===== src/hdl/slc_pkg.sv =====
`timescale 1ns / 1ps
// ----------------------------------------------------------------------------
// slc_pkg : shared types and constants for the source line classifier
// Line phase encoding and the character codes the scanner looks for.
// ----------------------------------------------------------------------------
package slc_pkg;

  typedef enum logic [2:0] {
    PH_START       = 3'd0,  // line start, skipping blanks
    PH_SLASH       = 3'd1,  // first char was a slash
    PH_SCAN        = 3'd2,  // inside block, looking for the closer
    PH_AFTER       = 3'd3,  // skipping blanks after a closer
    PH_AFTER_SLASH = 3'd4,  // slash seen after a closer
    PH_DONE        = 3'd5   // line decided, rest ignored
  } line_phase_t;

  localparam logic [7:0] CH_NL    = 8'd10;
  localparam logic [7:0] CH_TAB   = 8'd9;
  localparam logic [7:0] CH_CR    = 8'd13;
  localparam logic [7:0] CH_SPACE = 8'd32;
  localparam logic [7:0] CH_HASH  = 8'd35;
  localparam logic [7:0] CH_STAR  = 8'd42;
  localparam logic [7:0] CH_SLASH = 8'd47;

  localparam int unsigned OUT_WIDTH = 32;

endpackage


===== src/hdl/source_line_classifier.sv =====
`timescale 1ns / 1ps
`default_nettype none
// ----------------------------------------------------------------------------
// source_line_classifier : byte-stream line counter (total / code / comment)
// Classifies each line of a text stream and reports three saturating counts
// when the request marked final has been processed.
// ----------------------------------------------------------------------------
//
//  channel   dir   handshake                payload
//  -------   ---   ----------------------   ----------------------------------
//  text      in    text_valid / text_stall  text_byte[7:0], final_byte
//  count     out   count_valid / count_stall total_count, code_count,
//                                           comment_count (32 bits each)
//
//  One text request is taken per cycle while text_stall is low. A request is
//  held in the input register, then the phase update and counter increments
//  run in one pass. count_valid rises once a final request has passed the
//  input register and its counts are loaded into the result register.
//  text_stall rises only when a final request waits in the input register
//  while the previous result is still held by count_stall; other bytes go on.
//  Synchronous reset clears the phase, block flag, counters and valid flags.
//  The final request also returns all line state to its reset values.
//
module source_line_classifier #(
  parameter int unsigned COUNT_WIDTH = 32
) (
  input  wire logic        clk,
  input  wire logic        rst,
  input  wire logic        text_valid,
  output logic             text_stall,
  input  wire logic [7:0]  text_byte,
  input  wire logic        final_byte,
  output logic             count_valid,
  input  wire logic        count_stall,
  output logic [31:0]      total_count,
  output logic [31:0]      code_count,
  output logic [31:0]      comment_count
);
  import slc_pkg::*;

  // input register
  logic       in_valid;
  logic [7:0] in_byte;
  logic       in_final;

  // line state
  line_phase_t line_phase, line_phase_next;
  logic        inside_block, inside_block_next;
  logic        star_seen, star_seen_next;
  logic [COUNT_WIDTH-1:0] lines_total, lines_code, lines_comment;
  logic [COUNT_WIDTH-1:0] total_next, code_next, comment_next;

  logic inc_total, inc_code, inc_comment;
  logic is_nl, is_blank;
  logic process;
  logic count_valid_next;
  logic [31:0] total_clip, code_clip, comment_clip;

  // A final byte cannot be retired while the result register is still held.
  assign process    = in_valid && !(in_final && count_valid && count_stall);
  assign text_stall = in_valid && !process;

  always_ff @(posedge clk) begin
    if (rst) begin
      in_valid <= 1'b0;
    end else if (!text_stall) begin
      in_valid <= text_valid;
    end
  end

  always_ff @(posedge clk) begin
    if (!text_stall) begin
      in_byte  <= text_byte;
      in_final <= final_byte;
    end
  end

  assign is_nl    = (in_byte == CH_NL);
  assign is_blank = (in_byte == CH_SPACE) || (in_byte == CH_TAB) || (in_byte == CH_CR);

  // One byte of the line scanner, then the implicit line end of a final byte.
  always_comb begin
    line_phase_next   = line_phase;
    inside_block_next = inside_block;
    star_seen_next    = star_seen;
    inc_total         = 1'b0;
    inc_code          = 1'b0;
    inc_comment       = 1'b0;
    if (is_nl) begin
      inc_total       = 1'b1;
      inc_code        = (line_phase == PH_SLASH) || (line_phase == PH_AFTER_SLASH);
      line_phase_next = PH_START;
      star_seen_next  = 1'b0;
    end else begin
      case (line_phase)
        PH_START: begin
          if (!is_blank) begin
            if (inside_block) begin
              // nonblank line inside a block; this byte already scans
              inc_comment     = 1'b1;
              line_phase_next = PH_SCAN;
              star_seen_next  = (in_byte == CH_STAR);
            end else if (in_byte == CH_SLASH) begin
              line_phase_next = PH_SLASH;
            end else if (in_byte == CH_HASH) begin
              inc_comment     = 1'b1;
              line_phase_next = PH_DONE;
            end else begin
              inc_code        = 1'b1;
              line_phase_next = PH_DONE;
            end
          end
        end
        PH_SLASH: begin
          if (in_byte == CH_STAR) begin
            inc_comment       = 1'b1;
            inside_block_next = 1'b1;
            star_seen_next    = 1'b0;
            line_phase_next   = PH_SCAN;
          end else if (in_byte == CH_SLASH) begin
            inc_comment     = 1'b1;
            line_phase_next = PH_DONE;
          end else begin
            inc_code        = 1'b1;
            line_phase_next = PH_DONE;
          end
        end
        PH_SCAN: begin
          if (star_seen && (in_byte == CH_SLASH)) begin
            inside_block_next = 1'b0;
            star_seen_next    = 1'b0;
            line_phase_next   = PH_AFTER;
          end else begin
            star_seen_next = (in_byte == CH_STAR);
          end
        end
        PH_AFTER: begin
          if (!is_blank) begin
            if (in_byte == CH_SLASH) begin
              line_phase_next = PH_AFTER_SLASH;
            end else begin
              inc_code        = (in_byte != CH_HASH);
              line_phase_next = PH_DONE;
            end
          end
        end
        PH_AFTER_SLASH: begin
          inc_code        = (in_byte != CH_SLASH);
          line_phase_next = PH_DONE;
        end
        default: begin
        end
      endcase
      // an unterminated last line is closed here
      if (in_final) begin
        inc_total = 1'b1;
        if ((line_phase_next == PH_SLASH) || (line_phase_next == PH_AFTER_SLASH)) begin
          inc_code = 1'b1;
        end
      end
    end
  end

  // saturating counters
  assign total_next   = (inc_total && !(&lines_total)) ? lines_total + 1'b1 : lines_total;
  assign code_next    = (inc_code && !(&lines_code)) ? lines_code + 1'b1 : lines_code;
  assign comment_next = (inc_comment && !(&lines_comment)) ? lines_comment + 1'b1
                                                            : lines_comment;

  // clip or widen to the 32-bit result fields
  generate
    if (COUNT_WIDTH > OUT_WIDTH) begin : g_clip
      assign total_clip   = (|total_next[COUNT_WIDTH-1:OUT_WIDTH]) ? '1
                                                                  : total_next[OUT_WIDTH-1:0];
      assign code_clip    = (|code_next[COUNT_WIDTH-1:OUT_WIDTH]) ? '1
                                                                 : code_next[OUT_WIDTH-1:0];
      assign comment_clip = (|comment_next[COUNT_WIDTH-1:OUT_WIDTH]) ? '1
                                                                    : comment_next[OUT_WIDTH-1:0];
    end else begin : g_wide
      assign total_clip   = OUT_WIDTH'(total_next);
      assign code_clip    = OUT_WIDTH'(code_next);
      assign comment_clip = OUT_WIDTH'(comment_next);
    end
  endgenerate

  always_ff @(posedge clk) begin
    if (rst) begin
      line_phase    <= PH_START;
      inside_block  <= 1'b0;
      star_seen     <= 1'b0;
      lines_total   <= '0;
      lines_code    <= '0;
      lines_comment <= '0;
    end else if (process) begin
      if (in_final) begin
        line_phase    <= PH_START;
        inside_block  <= 1'b0;
        star_seen     <= 1'b0;
        lines_total   <= '0;
        lines_code    <= '0;
        lines_comment <= '0;
      end else begin
        line_phase    <= line_phase_next;
        inside_block  <= inside_block_next;
        star_seen     <= star_seen_next;
        lines_total   <= total_next;
        lines_code    <= code_next;
        lines_comment <= comment_next;
      end
    end
  end

  // result register
  assign count_valid_next = (process && in_final) || (count_valid && count_stall);

  always_ff @(posedge clk) begin
    if (rst) begin
      count_valid <= 1'b0;
    end else begin
      count_valid <= count_valid_next;
    end
  end

  always_ff @(posedge clk) begin
    if (process && in_final) begin
      total_count   <= total_clip;
      code_count    <= code_clip;
      comment_count <= comment_clip;
    end
  end

endmodule
`default_nettype wire


===== config.mk =====
export PLATFORM = sky130hd
export DESIGN_NAME = source_line_classifier
export DESIGN_NICKNAME = d
export VERILOG_FILES = /design/src/hdl/slc_pkg.sv /design/src/hdl/source_line_classifier.sv
export SDC_FILE = /design/constraint.sdc
export NUM_CORES = 1
export LEC_CHECK = 0
export ABC_AREA = 1
export BUFFER_PORTS_ARGS = -buffer_cell sky130_fd_sc_hd__clkbuf_2
export CAP_MARGIN = 10
export CORE_ASPECT_RATIO = 1.25
export CORE_UTILIZATION = 64
export DETAILED_ROUTE_END_ITERATION = 16
export HOLD_SLACK_MARGIN = 0.03
export PLACE_DENSITY = 0.95
export SLEW_MARGIN = 20
export SYNTH_ARGS = -nofsm -noshare
export SYNTH_HDL_FRONTEND = slang
export SYNTH_SLANG_ARGS = --single-unit

===== constraint.sdc =====
create_clock -name clk -period 5.62 [get_ports clk]
set_clock_uncertainty 0.2 [all_clocks]
set_input_delay 0.562 -clock clk [delete_from_list [all_inputs] [get_ports clk]]
set_output_delay 0.562 -clock clk [all_outputs]
set_load 0.02 [all_outputs]

## After elaboration in Yosys (flattened, before gate mapping)

Cells that the tools add are included.

| word-level totals | value |
|---|---|
| output and inout port bits | 98 |
| word-level logic and storage cells | 116 |
| input bits | 13 |
| flip-flop bits (word level) | 208 |

| operators by class | value |
|---|---|
| $add $sub $neg | 3 |
| equality and inequality tests | 21 |
| multiplexer cells | 51 |
| reductions and logical operators | 28 |

Operator list:

| kind | count |
|---|---|
| $mux 32 | 6 |
| $add 32x1->32 const B | 3 |
| $reduce_and 32->1 | 3 |
| $eq 8x6->1 const B | 4 |
| $mux 1 | 31 |
| $mux 3 | 9 |
| $eq 8x4->1 const B | 3 |
| $ne 8x6->1 const B | 2 |
| $pmux 3 s5 | 1 |
| $logic_and 1x1->1 | 10 |
| $reduce_and 5->1 | 2 |
| $ne 4x4->1 const B | 2 |
| $eq 3x1->1 const B | 2 |
| $eq 3x2->1 const B | 2 |
| $eq 3x3->1 const B | 2 |
| $logic_not 1->1 | 5 |
| $logic_or 1x1->1 | 5 |
| $reduce_bool 5->1 | 1 |
| $ne 4x3->1 const B | 1 |
| $pmux 1 s2 | 2 |
| $pmux 1 s4 | 1 |
| $logic_not 3->1 | 1 |
| $ne 3x2->1 const B | 1 |
| $ne 3x3->1 const B | 1 |
| 3 further kinds | 3 |

## Depth between registers and ports, before layout

Gate-level depths: netlist (run 1).

| logic depth | value |
|---|---|
| depth after elaboration | 14 |
| mapped depth | 20 |
| gate-level depth less buffers | 19 |

## Worst setup path before layout (run 1)

No wires, ideal clock.

| timing path | value |
|---|---|
| kind | input -> register |
| from | in count_stall |
| to | reg code_count[0], enable pin |
| path slack | 2.180 ns |
| buffers on the path | 0 |
| arrival | 2.790 ns |
| data required time | 4.970 ns |
| stages on the path | 7 |
| setup time | 0.450 ns |
| cell sequence | nand2_1 inv_1 nand2_1 nand2_1 inv_1 nand2_1 inv_1 |

| between the ends | value |
|---|---|
| longest elaborated chain between the ends | 4 |

RTL lines:

| element | RTL line | RTL |
|---|---|---|
| start: declaration | source_line_classifier.sv:34 | `input wire logic count_stall,` |
| $logic_and 1x1->1 | source_line_classifier.sv:60 | `assign process = in_valid && !(in_final && count_valid && count_stall);` |
| $logic_not 1->1 | source_line_classifier.sv:60 |  |
| $logic_and 1x1->1 | source_line_classifier.sv:60 |  |
| $logic_and 1x1->1 | source_line_classifier.sv:225 | `if (process && in_final) begin` |
| end signal: assignment | source_line_classifier.sv:227 | `code_count <= code_clip;` |
| end: declaration | source_line_classifier.sv:36 | `output logic [31:0] code_count,` |

Every way passes these cells.
A chain may end at the register's enable or synchronous reset.

## Final worst setup path (run 1)

| timing path | value |
|---|---|
| from | reg in_byte[2] |
| to | reg lines_code[4] |

| between the ends | value |
|---|---|
| longest elaborated chain between the ends | 14 |
| elaborated cells on any way between the ends | 39 |
| classes of those cells | eq/ne (11); mux (23); reduce/logical (5) |

RTL lines:

| element | RTL line | RTL |
|---|---|---|
| start: declaration | source_line_classifier.sv:43 | `logic [7:0] in_byte;` |
| start signal: assignment | source_line_classifier.sv:73 | `in_byte <= text_byte;` |
| $eq 8x6->1 (tied with other cells) | n/a |  |
| $mux 3 or $logic_or 1x1->1 (tied branches) | source_line_classifier.sv:103, source_line_classifier.sv:79 |  |
| $mux 3 or $logic_or 1x1->1 (tied branches) | source_line_classifier.sv:98, source_line_classifier.sv:79 |  |
| $mux 3 (on tied branches) | source_line_classifier.sv:97, source_line_classifier.sv:138 |  |
| $pmux 3 s5 | source_line_classifier.sv:95 | `case (line_phase)` |
| $mux 3 | source_line_classifier.sv:89 | `if (is_nl) begin` |
| $eq 3x1->1 or $eq 3x3->1 (tied branches) | source_line_classifier.sv:157 | `if ((line_phase_next == PH_SLASH) \|\| (line_phase_next == PH_AFTER_SLASH)) begin` |
| $logic_or 1x1->1 | source_line_classifier.sv:157 |  |
| $mux 1 | source_line_classifier.sv:157 |  |
| $mux 1 | source_line_classifier.sv:155 | `if (in_final) begin` |
| $mux 1 * | source_line_classifier.sv:89 |  |
| $logic_and 1x1->1 * | source_line_classifier.sv:166 | `assign code_next = (inc_code && !(&lines_code)) ? lines_code + 1'b1 : lines_code;` |
| $mux 32 * | source_line_classifier.sv:166 |  |
| via code_clip[4] | source_line_classifier.sv:57 | `logic [31:0] total_clip, code_clip, comment_clip;` |
| $mux 32 * | source_line_classifier.sv:195 | `if (in_final) begin` |
| end signal: assignment | source_line_classifier.sv:207 | `lines_code <= code_next;` |
| end: declaration | source_line_classifier.sv:50 | `logic [COUNT_WIDTH-1:0] lines_total, lines_code, lines_comment;` |

The timed path passes the listed nets; every way through them passes the cells marked *. The select of a mux whose other input is x is not followed.

==> results of run 1 <==
==> cell families after synthesis <==
family                   after synthesis  synth area share, %
AO/OA/AOI/OAI                        158                 7.65
XOR/XNOR                              88                 7.16
adder cells (fa/ha/maj)                3                0.349
buffers and inverters                215                 7.90
flip-flops                           208                 48.4
multiplexers                           1               0.0929
AND/OR/NAND/NOR                      718                 28.4
==> per-stage QoR <==
step	instances	hold slack, ps	utilization [%]
2_1_floorplan	1391	262	-
3_3_place_gp	1669	273	69.8
3_5_place_dp	1669	285	69.8
4_1_cts	1717	35.6	75.6
5_1_grt	1717	40.8	75.6
6_report	1717	59.8	75.6
==> report_power, final <==
part / switching [µW] / internal, µW / leakage [µW]
clock network: 590 / 1110 / 0.000420
registers: 15.6 / 1620 / 0.00183
logic: 140 / 46.8 / 0.00250
total: 745 / 2780 / 0.00475
==> cell usage after synthesis, types with 2 or more instances <==
master and count:
a21oi_1 118, a21oi_2 5, and2_1 3, buf_2 10
buf_4 2, buf_6 3, clkbuf_1 36, dfxtp_1 103
edfxtp_1 105, ha_1 3, inv_1 154, inv_2 7
nand2_1 450, nand2_2 8, nand3_1 20, nand4_1 54
nor2_1 103, nor2_2 5, nor2_4 2, nor3_1 45
nor3_2 5, nor4_1 20, o21ai_0 7, o21ai_1 23
xnor2_1 32, xor2_1 56
==> sequential cells by signal, indices dropped and copies added (netlist names) <==
signal         flops
in_valid           1
total_count       32
lines_code        32
comment_count     32
line_phase         3
star_seen          1
lines_comment     32
inside_block       1
in_final           1
lines_total       32
in_byte            8
code_count        32
count_valid        1
==> final timing paths <==
| path | from | to | slack [ps] | depth (start not counted) |
|---|---|---|---|---|
| setup / recovery | in_byte[2] | lines_code[4] | 1930 | 18 |
| hold / removal | text_byte[0] | in_byte[0] | 60 | 1 |
| setup reg to reg | in_byte[2] | lines_code[4] | 1930 | 18 |
| hold reg to reg | lines_comment[0] | lines_comment[0] | 300 | 2 |
==> repair_timing <==
item	4_1_cts	5_1_grt
endpoints found under the hold margin	8	0
endpoints found under the setup margin	0	0
hold buffers	8	0
==> final cells by class <==
type                    count  share of cell area [%]
well taps                 216                    2.19
clock buffers              29                    5.08
multi-input cells         968                    38.2
repair buffers            123                    5.46
inverters                 162                    4.93
flip-flops and latches    208                    42.2
clock inverters            11                    1.94
==> routing by layer <==
metal | part of all wire, % | up-vias
li1 | - | 4705
met1 | 39 | 4573
met2 | 51 | 382
met3 | 5.6 | 96
met4 | 4.0 | 0
met5 | 0 | -
==> metrics.txt, run 1 <==
CTS buffer count=22; Mapped Area=roughly 11,000 µm²; GR Util met3=between 3 and 4%; Syn Nets=1,407; clock-pin slew of the registers on the worst-case setup and hold paths=60 ps; busiest grt layer=met2; Leak=about 0.0048 µW; Final min period=approximately 3700 ps; Ant. Diodes=0; Power, Total=~3500 µW; initial core utilization=between 60 and 70%; die area=17,400 µm²; critical path data required time=between 5000 and 6000 ps; Post-route DRC=0; IO buf count=110; largest net degree at the start of global routing=between 100 and 150; leading area contributor after synthesis=edfxtp_1; M1 GR Usage=35.3%; Final period util=between 60% and 70%; number of flops mapped to enable cells by yosys=~110; Distinct cells, synth=38; Core Area=~16,000 µm²; area occupied by multi-input gates=between 4000 and 5000 µm²; Hold Vio Cnt, Final=0; Max Slew Vio Count=0; Worst-Skew Late Latency=510 ps; critical path's slowest cell=nand3_2; via count=approximately 9,800; post-synthesis sequential element count=between 200 and 250; Slew HR=around a quarter; top-area cell type share of the netlist area=29.3%; number of global-route vias before repair=between 9,000 and 10,000; vias per std cell=5.68; met2 usage=approximately 55%; CP endpoint kind=register; postcts setup bufs=0; grt ovf=0; Top cell by count, worst path=nand2_1; hpwl dp=between 15 and 20 mm; ys flop type=edfxtp_1; worst-path cell chain=inv_2 -> nand3_1 -> nor2_1 -> nand2_1 -> nand2_1 -> nand2_1 -> nor2_1 -> nand2_1 -> nand2_1 -> nand2_1 -> nand2_1 -> nand2_1 -> nand2_2 -> nand3_2 -> nand2_1 -> nand2_1 -> nand2_1 -> a21oi_1; Yosys warnings=0; worst min path class=input pin to register; WS Path Type=register to register; pre-CTS setup slack=around 2100 ps; final non-filler cell area=~12,000 µm²; post-synthesis sequential area ratio=48.4%; share of cells above drive strength 1=approximately an eighth; CP delay by family, top=simple AND/OR/NAND/NOR gates; Post-synth ARST share=0%; crit path max fanout=34; global-route wire length before repair=approximately 43 mm; Bufs on Longest Clock Path=3; PwrDens=about 280 nW/µm²; Die Span Y=between 100 and 150 µm; TritonCTS clock tree=done; Critical path buffers and inverters=1; outcome=finished, final reports clean; most frequent cells in the layout=nand2_1, inv_1, a21oi_1; Die Span X=118 µm; All-Layer GR Usage=~30%; initial antenna violation count=0; CP arrival=approximately 3800 ps; Avg Inst Size Synth=7.74 µm²; CP Launch Type=register; Reg area=about 5200 µm²; final worst slack=about 1900 ps; Gate Count Post-Synth=~1,400; # rows=52; DRT Pass-1 Iters=8; Antenna Nets Post-Route=0; htree depth=1; Net count, final=around 1,500; Sink Count=208; commonest non-fill, non-tap cell in the layout=nand2_1; Synth area leaders=edfxtp_1, dfxtp_1, nand2_1, a21oi_1, inv_1; Critical Path Max Stage Delay=roughly 730 ps; setup TNS=0 ps; GP Congestion=roughly 0.94; Max-Cap Viols=0; # setup viols final=0; cell area after placement=about 11,000 µm²; Top Ports=between 100 and 150; Routed WL=approximately 26 mm; Area growth syn-to-layout=14.7%; RSZ-0062 raised after global routing=false; Layout fillers=around 1,200; cts repair resizes=0; highest achievable clock rate=271 MHz; WL/cell=roughly 15 µm; Worst-Margin Slew=between 1000 and 1500 ps; Worst VDD drop=approximately 0.28 mV; DR iter-0 viols=around 860; Root Driver=clkbuf_16
No activity file was read; power rests on OpenSTA's default activity.
==> run 2: changes to the inputs <==
--- a/config.mk
+++ b/config.mk
@@ -9,10 +9,10 @@
 export BUFFER_PORTS_ARGS = -buffer_cell sky130_fd_sc_hd__clkbuf_2
 export CAP_MARGIN = 10
 export CORE_ASPECT_RATIO = 1.25
-export CORE_UTILIZATION = 64
+export CORE_UTILIZATION = 54
 export DETAILED_ROUTE_END_ITERATION = 16
 export HOLD_SLACK_MARGIN = 0.03
-export PLACE_DENSITY = 0.95
+export PLACE_DENSITY = 0.88
 export SLEW_MARGIN = 20
 export SYNTH_ARGS = -nofsm -noshare
 export SYNTH_HDL_FRONTEND = slang
==> constraint.sdc (replaced) <==
create_clock -name clk -period 3.35 [get_ports clk]
set_clock_uncertainty 0.2 [all_clocks]
set_input_delay 0.335 -clock clk [delete_from_list [all_inputs] [get_ports clk]]
set_output_delay 0.335 -clock clk [all_outputs]
set_load 0.02 [all_outputs]
==> run 2 against run 1 <==
Effect of this change: clock power is 27% higher; global-route usage is 4.9 points lower; utilization is 13 points lower; cell count is 3.3% higher; critical path type unchanged; critical endpoint is now code_count[1].
==> metrics.txt, run 2 (synthesis gave the netlist of run 1 again) <==
Worst-Margin Slew=656 ps; Layout fillers=1,738; Worst VDD drop=about 0.36 mV; Die Span X=around 130 µm; Min-Delay Path Depth=2; Ant. Diodes=0; number of global-route vias before repair=9,022; grt ovf=0; IO buf count=110; hpwl dp=around 18 mm; # rows=57; CP Launch Type=register; initial antenna violation count=0; clock-pin slew of the registers on the worst-case setup and hold paths=70 ps; Max Slew Vio Count=0; critical path data required time=roughly 3400 ps; initial core utilization=between 50% and 60%; WS Path Type=register to register; vias per std cell=5.34; share of cells above drive strength 1=about an eighth; Antenna Nets Post-Route=0; Top Ports=111; setup TNS=0 ps; die area=between 20,000 and 25,000 µm²; DRT Pass-1 Iters=5; Worst-Skew Late Latency=500 ps; Hold Vio Cnt, Final=0; Final period util=87.6%; final core utilization=a little over three fifths; # setup viols final=0; Area growth syn-to-layout=14.0%; RSZ-0062 raised after global routing=false; CTS buffer count=21; Leak=between 0.004 and 0.005 µW; Reg area=approximately 5200 µm²; GP Congestion=about 0.91; postcts setup bufs=0; outcome=finished, final reports clean; Sink Count=208; highest achievable clock rate=341 MHz; cts repair resizes=0; CP arrival=roughly 3000 ps; TritonCTS clock tree=done; Root Driver=clkbuf_16; Max-Cap Viols=0; Routed WL=25.5 mm; Net count, final=approximately 1,500; Final min period=around 3000 ps; WL/cell=roughly 14 µm; largest net degree at the start of global routing=102; worst min path class=register to register; Core Area=just under 20,000 µm²; Post-route DRC=0; PwrDens=425 nW/µm²; CP endpoint kind=register; Bufs on Longest Clock Path=3; area occupied by multi-input gates=roughly 4700 µm²; htree depth=1; via count=about 9,500; crit path max fanout=31; All-Layer GR Usage=25.2%; global-route wire length before repair=42.1 mm; commonest non-fill, non-tap cell in the layout=nand2_1; most frequent cells in the layout=nand2_1, inv_1, a21oi_1; Die Span Y=160 µm; Slew HR=between 50% and 60%; worst-case reg-to-reg path depth=13; DR iter-0 viols=about 600
run 2: path summary, 6_finish.rpt:
kind	start	endpoint	slack, ps
min reg2reg	lines_comment[0]	lines_comment[0]	290
min	lines_comment[0]	lines_comment[0]	290
max	lines_code[0]	code_count[1]	410
max reg2reg	lines_code[0]	code_count[1]	410
run 2: what timing repair did:
item,in CTS,in global routing
endpoints found under the hold margin,23,0
endpoints found under the setup margin,0,0
hold buffers,12,0
run 2: metrics by stage:
step / hold WS (ps) / cells / cell area, µm² / total power [µW] / worst slack, ps
final: 293 / 1773 / 12300 / 5220 / 414
after global routing: 325 / 1773 / 12300 / 5410 / 222
after CTS: 295 / 1773 / 12300 / 5280 / 419
after detailed placement: 286 / 1724 / 11500 / 3100 / 436
after global placement: 272 / 1724 / 11500 / 3100 / 511
after floorplan: 234 / 1391 / 10800 / 3020 / 34.0
run 2: metal layers:
| layer | up-vias | wire length (µm) | GRT usage [%] |
|---|---|---|---|
| met4 | 0 | 945 | 11.4 |
| li1 | 4729 | - | - |
| met1 | 4383 | 10500 | 29.9 |
| met2 | 276 | 13000 | 44.8 |
| met5 | - | 0 | 0 |
| met3 | 72 | 1120 | 3.28 |
run 2: cell type report:
| cell class | instances | share of cell area, % |
|---|---|---|
| Clock inverter | 15 | 0.825 |
| Timing Repair Buffer | 133 | 6.36 |
| Tap cell | 265 | 2.70 |
| Inverter | 162 | 4.96 |
| Multi-Input combinational cell | 968 | 38.4 |
| Clock buffer | 22 | 4.31 |
| Sequential cell | 208 | 42.5 |
run 2: power by group:
group	internal, µW	total [µW]	switching (µW)
registers	2710	2740	25.9
clock network	1170	2160	995
logic	89.1	324	234
total	3970	5220	1260
run 2: critical path, cell delays in order, from the launching register on:
cell and delay, ps:
dfxtp_1 390, ha_1 280, nand2_2 90, nor2_2 150, nand2_2 130, nor2_4 130, nand2_2 70, nor3_2 130
nand3_1 130, nor2_2 140, nand2_2 80, nand3_2 440, nand2_1 150, and2_1 170
